**config.mk**
```make
export PLATFORM = sky130hd
export DESIGN_NAME = qrs_div_cell
export DESIGN_NICKNAME = d
export VERILOG_FILES = /design/src/design/qrs_pkg.sv /design/src/design/qrs_div_cell.sv
export SDC_FILE = /design/constraint.sdc
export NUM_CORES = 1
export LEC_CHECK = 0
export ABC_AREA = 1
export ABC_CLOCK_PERIOD_IN_PS = 6900
export BUFFER_PORTS_ARGS = -buffer_cell sky130_fd_sc_hd__buf_2
export CAP_MARGIN = 5
export CELL_PAD_IN_SITES_DETAIL_PLACEMENT = 1
export CELL_PAD_IN_SITES_GLOBAL_PLACEMENT = 1
export CORE_UTILIZATION = 39
export DETAILED_ROUTE_END_ITERATION = 10
export PLACE_DENSITY = 0.88
export REMOVE_ABC_BUFFERS = 1
export SYNTH_ARGS = -nofsm -noshare
export SYNTH_HDL_FRONTEND = slang
export SYNTH_SLANG_ARGS = --single-unit
```
**constraint.sdc**
```tcl
create_clock -name clk -period 6.9 [get_ports clk]
set_input_delay 0.345 -clock clk [delete_from_list [all_inputs] [get_ports clk]]
set_output_delay 0.345 -clock clk [all_outputs]
set_load 0.02 [all_outputs]
```
**src/design/qrs_pkg.sv**
```systemverilog
// shared types and constants for the quadratic root solver
// no dependencies
`default_nettype none
package qrs_pkg;
  typedef enum logic [1:0] {
    ST_TWO   = 2'd0,
    ST_ONE   = 2'd1,
    ST_NONE  = 2'd2,
    ST_AZERO = 2'd3
  } status_t;

  localparam int ROOT_WIDTH = 34;
endpackage
`default_nettype wire

```
**src/design/qrs_div_cell.sv**
```systemverilog
// one restoring division step on magnitudes for both roots at once
// depends on qrs_pkg
`default_nettype none
module qrs_div_cell
  import qrs_pkg::*;
#(
  parameter int QW = 48,
  parameter int DVW = 17
) (
  input  wire logic           clk,
  input  wire logic           rst,
  input  wire logic           in_valid,
  input  wire logic [QW-1:0]  in_qp,
  input  wire logic [QW-1:0]  in_qm,
  input  wire logic [DVW:0]   in_rp,
  input  wire logic [DVW:0]   in_rm,
  input  wire logic [DVW-1:0] in_den,
  input  wire logic [1:0]     in_neg,
  input  wire status_t        in_status,
  input  wire logic           stall,
  output logic                out_valid,
  output logic [QW-1:0]       out_qp,
  output logic [QW-1:0]       out_qm,
  output logic [DVW:0]        out_rp,
  output logic [DVW:0]        out_rm,
  output logic [DVW-1:0]      out_den,
  output logic [1:0]          out_neg,
  output status_t             out_status
);
  logic [DVW:0] sp, sm;
  logic         tp, tm;

  always_comb begin
    sp = {in_rp[DVW-1:0], in_qp[QW-1]};
    sm = {in_rm[DVW-1:0], in_qm[QW-1]};
    tp = (sp >= {1'b0, in_den});
    tm = (sm >= {1'b0, in_den});
  end

  always_ff @(posedge clk) begin
    if (rst) begin
      out_valid <= 1'b0;
    end else if (!stall) begin
      out_valid <= in_valid;
    end
    if (!stall) begin
      out_rp     <= tp ? (sp - {1'b0, in_den}) : sp;
      out_rm     <= tm ? (sm - {1'b0, in_den}) : sm;
      out_qp     <= {in_qp[QW-2:0], tp};
      out_qm     <= {in_qm[QW-2:0], tm};
      out_den    <= in_den;
      out_neg    <= in_neg;
      out_status <= in_status;
    end
  end
endmodule
`default_nettype wire

```
==> metrics.md <==
| Metric | Value |
|---|---|
| Run status | finished, final reports clean |
| Total power | 2.67 mW |
| RSZ-0062 raised after global routing | false |
| CP endpoint kind | flip-flop |
| Die Ht | 143 um |
| Worst EP arrival | 2.20 ns |
| Root buffer cell | clkbuf_16 |
| Die area | 20400 um^2 |
| Tcrit/Tclk final | 29.8% |
| Die W | 143 um |
| Placement Setup Slack | 4.42 ns |
| Area Growth Syn to Fin | 31.6% |
| Final net count | 1315 |
| Tot GR Track Use | 25.7% |
| Vias in the first global route | 6580 |
| Clk slew on worst S/H paths | 0.07 ns |
| Worst vdd ir | 0.159 mV |
| Critical Path RT | 7.05 ns |
| Sw Pwr | 856 uW |
| Hpwl dp | 21400 um |
| Core Area | 19500 um^2 |
| Max Freq | 487 MHz |
| Final Critical Period | 2.05 ns |
| Slew of the pin with the lowest slew margin | 1.01 ns |
| Worst skew pair latency | 0.43 ns |
| Switching fraction of total power | 32.1% |
| Pint | 1.81 mW |
| Post-layout util | 52.4% |
| Worst Path Max Fanout | 18 |
| CTS Buf Count | 17 |
| Placer congestion estimate | 0.843 |
| Pin count of the biggest net entering global routing | 80 |
| Final std cells w/o fill | 1408 |
| Initial DRC Count | 366 |
| Slew Viols, Final | 0 |
| DRC Markers | 0 |
| TritonCTS clock tree | built |
| Power density cells | 262 nW/um^2 |
| Final Worst Setup Slack | 4.85 ns |
| Max clock buf depth | 2 |
| Max-Cap Viols | 0 |
| Fin area | 10200 um^2 |
| Post-synthesis cell type count | 27 |
| WS Path Type | input pin to flip-flop |
| Yosys reg bits | 154 |
| # hold bufs at CTS | 0 |
| Share of layout cells above drive strength 1 | 34.5% |
| Relative slew margins | 32.6% |
| Avg WL per Cell | 18.9 um |
| Register share of total power | 43.4% |
| First-pass GRT wire length | 37800 um |
| Initial core utilization | 39.8% |
| Cells after Synth | 798 |
| Min-Delay Path Class | input pin to flip-flop |
| Pleak | 5.22 nW |
| Grt ovf | 0 |
| Mapped Avg Cell Area | 9.71 um^2 |
| Comb pwr share | 21.4% |
| Final WL | 26600 um |
| Clock group share of total power | 35.2% |
| Top Ports | 311 |
| Via count | 6682 |
| Resized cells post-CTS | 0 |
| Warnings, synthesis | 0 |
| H-tree levels | 4 |
| Sequential-to-total area share from yosys stat | 59.6% |
| Number of cell rows | 51 |
| Setup violators final | 0 |
| Drt first pass iters | 5 |
| Antenna-violating nets left | 0 |
| Hold WS | 0.0634 ns |
| Clk_skew | 0 ns |
| Worst setup SP type | input pin |
| Placed Cells | 1368 |
| Final hold vios | 0 |
| Synthesized area | 7750 um^2 |
| Clock sink count | 154 |
| Post-CTS Setup Bufs | 0 |
| Vias per cell | 4.75 |
| PortBufs | 308 |
| Setup_tns | 0 ns |
| Post-Place Cell Area | 9580 um^2 |
| Initial antenna violation count | 4 |
-- final timing paths --
check        startpoint         end  slack (ns)  depth (start not counted)
min reg2reg   out_valid   out_valid        0.47                          2
max          in_den[13]  out_rp[17]        4.85                         11
min                 rst   out_valid        0.06                          2
max reg2reg   out_valid   out_valid        6.31                          2
-- routing by layer --
layer	share of wire (%)	track usage [%]	vias to the layer above
li1	-	-	3202
met1	38	28.4	3214
met2	51	46.2	224
met3	8.2	7.24	40
met4	2.7	10.0	2
met5	0.034	0	-
-- flip-flops by register name, summed over array words and instances, names as in the netlist --
register,flops
out_rp,18
out_neg,2
out_qm,48
out_valid,1
out_den,17
out_status,2
out_qp,48
out_rm,18
-- cell usage after synthesis, drive strengths merged --
cell / n / share of area, %
ha: 34 / 5.5
nor3: 4 / 0.26
inv: 136 / 6.6
clkinv: 4 / 0.19
or2: 3 / 0.24
xnor2: 3 / 0.34
buf: 4 / 0.63
edfxtp: 153 / 59
fa: 2 / 0.52
nand2: 346 / 17
nor2: 34 / 2.1
dfxtp: 1 / 0.26
nand4: 8 / 1.4
nand3: 34 / 2.3
xor2: 11 / 1.2
a21oi: 21 / 1.7
-- layout make-up --
class,instances,area (um^2)
Tap cell,265,332
Fill cell,2325,9270
Inverter,140,531
Sequential cell,154,4610
Clock buffer,18,439
Timing Repair Buffer,309,1550
Clock inverter,14,150
Antenna cell,8,20.0
Multi-Input combinational cell,500,2560
-- power by group through the flow --
stage | combinational (mW) | sequential, mW | clock [mW]
floorplan | 0.229 | 1.30 | 0
global placement | 0.556 | 1.17 | 0
detailed placement | 0.572 | 1.18 | 0
CTS | 0.577 | 1.16 | 0.959
global route | 0.621 | 1.17 | 0.986
finish | 0.572 | 1.16 | 0.938
-- cells by family (layout without fill, tap and decap cells) --
| logic type | after synthesis | count (layout) | share of synthesized area (%) |
|---|---|---|---|
| xor gates and xnor gates | 14 | 14 | 1.58 |
| adders and majority gates | 36 | 36 | 6.01 |
| buffers and inverters | 144 | 481 | 7.41 |
| other | 0 | 8 | 0 |
| AOI/OAI and AO/OA | 21 | 21 | 1.74 |
| DFF | 154 | 154 | 59.6 |
| and+or+nand+nor | 429 | 429 | 23.7 |
-- cell usage in the layout (no fill, tap or decap), types with 3 or more instances in the layout --
cell / n
nand2_1: 329
buf_2: 308
edfxtp_1: 153
inv_1: 124
ha_1: 34
nand3_1: 32
nor2_1: 27
a21oi_1: 17
clkbuf_16: 17
nand2_2: 16
inv_2: 11
xor2_1: 11
diode_2: 8
inv_8: 6
clkinv_1: 4
nand4_2: 4
nor2_4: 4
nor3_1: 4
inv_6: 4
nor2_2: 3
or2_2: 3
xnor2_1: 3
-- critical path: stages --
cell	delay (ns)
buf_2	0.09
inv_1	0.07
ha_1	0.36
nand2_1	0.11
nand2_1	0.08
inv_1	0.06
nand2_1	0.11
a21oi_4	0.23
nand3_2	0.12
nor2_4	0.53
a21oi_2	0.10
Note: power is estimated with default switching activity, not from simulation.
