<file path="src/design/qrs_pkg.sv">
// shared types and constants for the quadratic root solver
// no dependencies
`default_nettype none
package qrs_pkg;
  typedef enum logic [1:0] {
    ST_TWO   = 2'd0,
    ST_ONE   = 2'd1,
    ST_NONE  = 2'd2,
    ST_AZERO = 2'd3
  } status_t;

  localparam int ROOT_WIDTH = 34;
endpackage
`default_nettype wire

</file>
<file path="src/design/qrs_sqrt_cell.sv">
// one restoring square-root step: brings down one bit pair, decides one root bit
// depends on qrs_pkg; carries the coefficient payload alongside
`default_nettype none
module qrs_sqrt_cell
  import qrs_pkg::*;
#(
  parameter int DW = 32,
  parameter int RW = 24,
  parameter int NW = 34,
  parameter int AW = 16
) (
  input  wire logic                 clk,
  input  wire logic                 rst,
  input  wire logic                 in_valid,
  input  wire logic [DW-1:0]        in_disc,
  input  wire logic [RW+1:0]        in_rem,
  input  wire logic [RW-1:0]        in_root,
  input  wire logic signed [NW-1:0] in_nb,
  input  wire logic signed [AW-1:0] in_a,
  input  wire status_t              in_status,
  input  wire logic                 stall,
  output logic                      out_valid,
  output logic [DW-1:0]             out_disc,
  output logic [RW+1:0]             out_rem,
  output logic [RW-1:0]             out_root,
  output logic signed [NW-1:0]      out_nb,
  output logic signed [AW-1:0]      out_a,
  output status_t                   out_status
);
  logic [RW+1:0] rem_sh;
  logic [RW+1:0] trial;
  logic          take;

  always_comb begin
    rem_sh = {in_rem[RW-1:0], in_disc[DW-1 -: 2]};
    trial  = {in_root, 2'b01};
    take   = (rem_sh >= trial);
  end

  always_ff @(posedge clk) begin
    if (rst) begin
      out_valid <= 1'b0;
    end else if (!stall) begin
      out_valid <= in_valid;
    end
    if (!stall) begin
      out_disc   <= {in_disc[DW-3:0], 2'b00};
      out_rem    <= take ? (rem_sh - trial) : rem_sh;
      out_root   <= {in_root[RW-2:0], take};
      out_nb     <= in_nb;
      out_a      <= in_a;
      out_status <= in_status;
    end
  end
endmodule
`default_nettype wire

</file>
<file path="config.mk">
export PLATFORM = sky130hd
export DESIGN_NAME = qrs_sqrt_cell
export DESIGN_NICKNAME = d
export VERILOG_FILES = /design/src/design/qrs_pkg.sv /design/src/design/qrs_sqrt_cell.sv
export SDC_FILE = /design/constraint.sdc
export NUM_CORES = 1
export LEC_CHECK = 0
export BUFFER_PORTS_ARGS = -buffer_cell sky130_fd_sc_hd__buf_2
export CAP_MARGIN = 20
export CORE_MARGIN = 3
export CORE_UTILIZATION = 50
export DETAILED_ROUTE_END_ITERATION = 7
export PLACE_DENSITY = 0.9
export SLEW_MARGIN = 20
export SYNTH_ARGS = -nofsm -noshare
export SYNTH_HDL_FRONTEND = slang
export SYNTH_SLANG_ARGS = --single-unit
export TNS_END_PERCENT = 1
</file>
<file path="constraint.sdc">
create_clock -name clk -period 9.4 [get_ports clk]
set_clock_uncertainty 0.2 [all_clocks]
set_input_delay 1.41 -clock clk [delete_from_list [all_inputs] [get_ports clk]]
set_output_delay 1.41 -clock clk [all_outputs]
set_load 0.02 [all_outputs]
</file>
==> impl_metrics.csv <==
group,metric,value,unit
run_status,status,"finished, final reports clean",
finish,fin_nets,843,
synthesis,synth_top_area_share,68.5,%
setup_path,r2r_cells,2,
synthesis,yosysUniqueCellTypes,52,
floorplan,fp.dieArea,12900,um^2
global_routing,globalRouteTotalUtil,25.9,%
timing,fin_crit_sh,47.9,%
pwr,power.density,221,nW/um^2
floorplan,num_io_pins,273,
setup_path,worstSetupPathType,"input port to flop",
setup_path,startpoint_type,"input port",
detailed_routing,wl,16800,um
synthesis,seq_area_frac_synth,68.8,%
clock_tree,cts_resized,0,
floorplan,die_h,114,um
clock_tree,cts_sinks,133,
setup_path,arrival,4.47,ns
timing,slew_violations,0,
detailed_routing,wl_per_cell,20.2,um
timing,hold_ws,0.330,ns
clock_tree,cts_buffers,17,
hold_path,min_path_type,"flop to flop",
hold_path,hold_path.startpoint,"out_valid$_SDFFE_PP0N_",
setup_path,cp_slowest_cell,"nor4_2",
clock_tree,cts_hold_buf,0,
global_routing,grt_max_degree,84,
detailed_routing,vias_per_cell,5.30,
global_routing,grt_pass1_wl,24900,um
synthesis,yosys_most_used_dff,"edfxtp_1",
synthesis,ys_top_cells_by_area,"edfxtp_1 (68%), ha_1 (5.6%), a21oi_1 (2.9%), inv_1 (2.4%), xnor2_1 (2.3%)",
clock_tree,insertion_delay,0.41,ns
detailed_routing,vias,4411,
global_routing,met2_usage,46.5,%
global_routing,antenna_found_initial,0,
synthesis,async_reset_ff_share,0,%
setup_path,critPathMaxFanout,45,
timing,period_minus_slack,4.50,ns
clock_tree,root_buffer,"clkbuf_16",
timing,tightest_slew,1.02,ns
place,portBuffers,268,
global_routing,grt_util_met1,27.5,%
global_routing,grt_pass1_vias,4559,
synthesis,synth_edf_count,132,
timing,fmax,222,MHz
global_routing,grt-ovfl-total,0,
pwr,finalPower,0.00174,W
synthesis,ys_seq_elements,133,
floorplan,initial_core_util,52.2,%
synthesis,ys_warn_count,0,
setup_path,regToRegStartpoint,"out_valid$_SDFFE_PP0N_",
setup_path,endpoint_kind,"flop",
floorplan,rows,38,
setup_path,crit_chain,"buf_2 > inv_1 > ha_1 > nand4_1 > nor4_2 > o311ai_1 > a31oi_1 > o2111ai_1 > a31oi_4 > buf_4 > mux2_2",
finish,drive_above_1_share,46.5,%
floorplan,core,11100,um^2
pwr,ir_worst_vdd,0.175,mV
hold_path,min_to,"out_valid$_SDFFE_PP0N_",
detailed_routing,drcViolationCount,0,
setup_path,slowest_delay,0.47,ns
global_routing,grt_busiest_layer,"met2",
timing,slew_headroom,32.3,%
synthesis,synth_area_per_cell,14.4,um^2
timing,setup_viol,0,
place,dpl.hpwl,12500,um
clock_tree,cts_tree,"yes",
global_routing,met3_usage,8.91,%
clock_tree,clock_path_buffers,2,
setup_path,r2r_end,"out_valid$_SDFFE_PP0N_",
finish,diodes,0,
place,finalWeightedCongestion,0.881,
synthesis,netlist.top_cell.by_area,"edfxtp_1",
hold_path,hold_depth,2,
detailed_routing,drtIter0Drc,347,
timing,fin_tns_setup,0,ns
synthesis,post_synth_inst_count,402,
timing,rsz0062_at_grt,"no",
detailed_routing,ant_nets,0,
setup_path,rrSetupSlack,8.59,ns
place,dpl_worst_slack,4.47,ns
timing,setup_slack,4.90,ns
floorplan,die_x,114,um
finish,synthToLayoutAreaGrowth,36.1,%
synthesis,syn_area,5790,um^2
flow_run,cap_violations,0,
clock_tree,post_cts_buffers,0,
setup_path,crit_required,9.37,ns
clock_tree,cts.clk_slew.worst_paths,0.06,ns
pwr,p_leak,3.54,nW
finish,final_core_util,71.1,%
clock_tree,h-tree-depth,4,
detailed_routing,firstDrtPassIters,5,
timing,finalHoldViolations,0,
==> cells by family after synthesis <==
family,share of synthesized area (%)
AND/OR/NAND/NOR,6.25
AO/OA/AOI/OAI,10.6
flip-flops,68.8
multiplexers,1.71
adder cells (fa/ha/maj),5.62
other,0.0648
buffers and inverters,3.76
XOR/XNOR,3.18
==> worst max path at each step <==
stage	startpoint	to	slack [ns]	depth (start not counted)
2_1_floorplan	stall	out_a[0]$_DFFE_PN_	4.76	1
3_3_place_gp	in_root[11]	out_rem[12]$_DFFE_PN_	4.59	11
3_5_place_dp	in_root[11]	out_rem[7]$_DFFE_PN_	4.47	11
4_1_cts	in_root[11]	out_rem[7]$_DFFE_PN_	4.89	11
5_1_grt	in_root[11]	out_rem[7]$_DFFE_PN_	4.70	11
6_report	in_root[11]	out_rem[7]$_DFFE_PN_	4.90	11
==> power by group <==
group	internal, W	switching, W	total (W)	leakage [nW]
Sequential	0.000717	0.0000149	0.000732	1.30
Clock	0.000446	0.000257	0.000703	0.307
Combinational	0.000111	0.000192	0.000304	1.93
==> sequential cells by signal (all words and copies together) (netlist names) <==
name / flops
out_rem: 26
out_disc: 30
out_a: 16
out_valid: 1
out_root: 24
out_nb: 34
out_status: 2
==> cells in the final DEF, fill, tap and decap left out, types with 4 or more instances in the layout <==
cell	n
nand2_1	7
nor2b_1	4
clkbuf_16	17
clkinv_4	5
nand3_1	7
ha_1	26
mux2_2	7
xnor2_1	15
nor2_1	30
inv_1	36
or2_2	4
a21oi_1	34
buf_2	268
edfxtp_1	132
o21ai_0	10
xor2_1	6
a21o_1	11
bufinv_16	4
nand4_1	5
a31oi_1	10
==> through the flow <==
| stage | cells | cell area, um^2 |
|---|---|---|
| after floorplan | 403 | 5790 |
| after global placement | 800 | 7250 |
| after detailed placement | 800 | 7250 |
| after CTS | 832 | 7870 |
| after global routing | 832 | 7870 |
| final | 832 | 7870 |
==> area by class of cell <==
class                      count  area [um^2]
clock buffer                  17          425
clock inverter                15          203
fill                         726         3200
inverter                      37          141
multi-input combinational    220         1590
sequential                   133         3980
tap                          140          175
timing repair buffer         270         1360
==> routing by layer <==
layer,part of all wire (%),vias up
met5,0,-
met4,3.4,0
met3,8.0,42
met2,54,209
met1,35,2098
li1,-,2062
==> synth_stat cells (3+ instances only) <==
master    number
mux2_2         7
xnor2_1       15
o21a_1         3
a21oi_1       34
nand3_1        7
nand4_1        5
a31oi_1       10
nor2b_1        4
inv_1         37
o21ai_0       10
a21o_1        11
or2_2          4
xor2_1         6
nand2_1        7
clkbuf_1       4
ha_1          26
buf_4          5
a211oi_1       3
and3_1         3
edfxtp_1     132
nor2_1        30
==> critical path, delay by kind of cell <==
kind,cells,cell delay (ns)
muxes,1,0.40
adders and majority gates,1,0.42
AOI/OAI and AO/OA,4,0.93
and+or+nand+nor,2,0.69
buffers and inverters,3,0.57
Power figures use the tool's default switching activity.
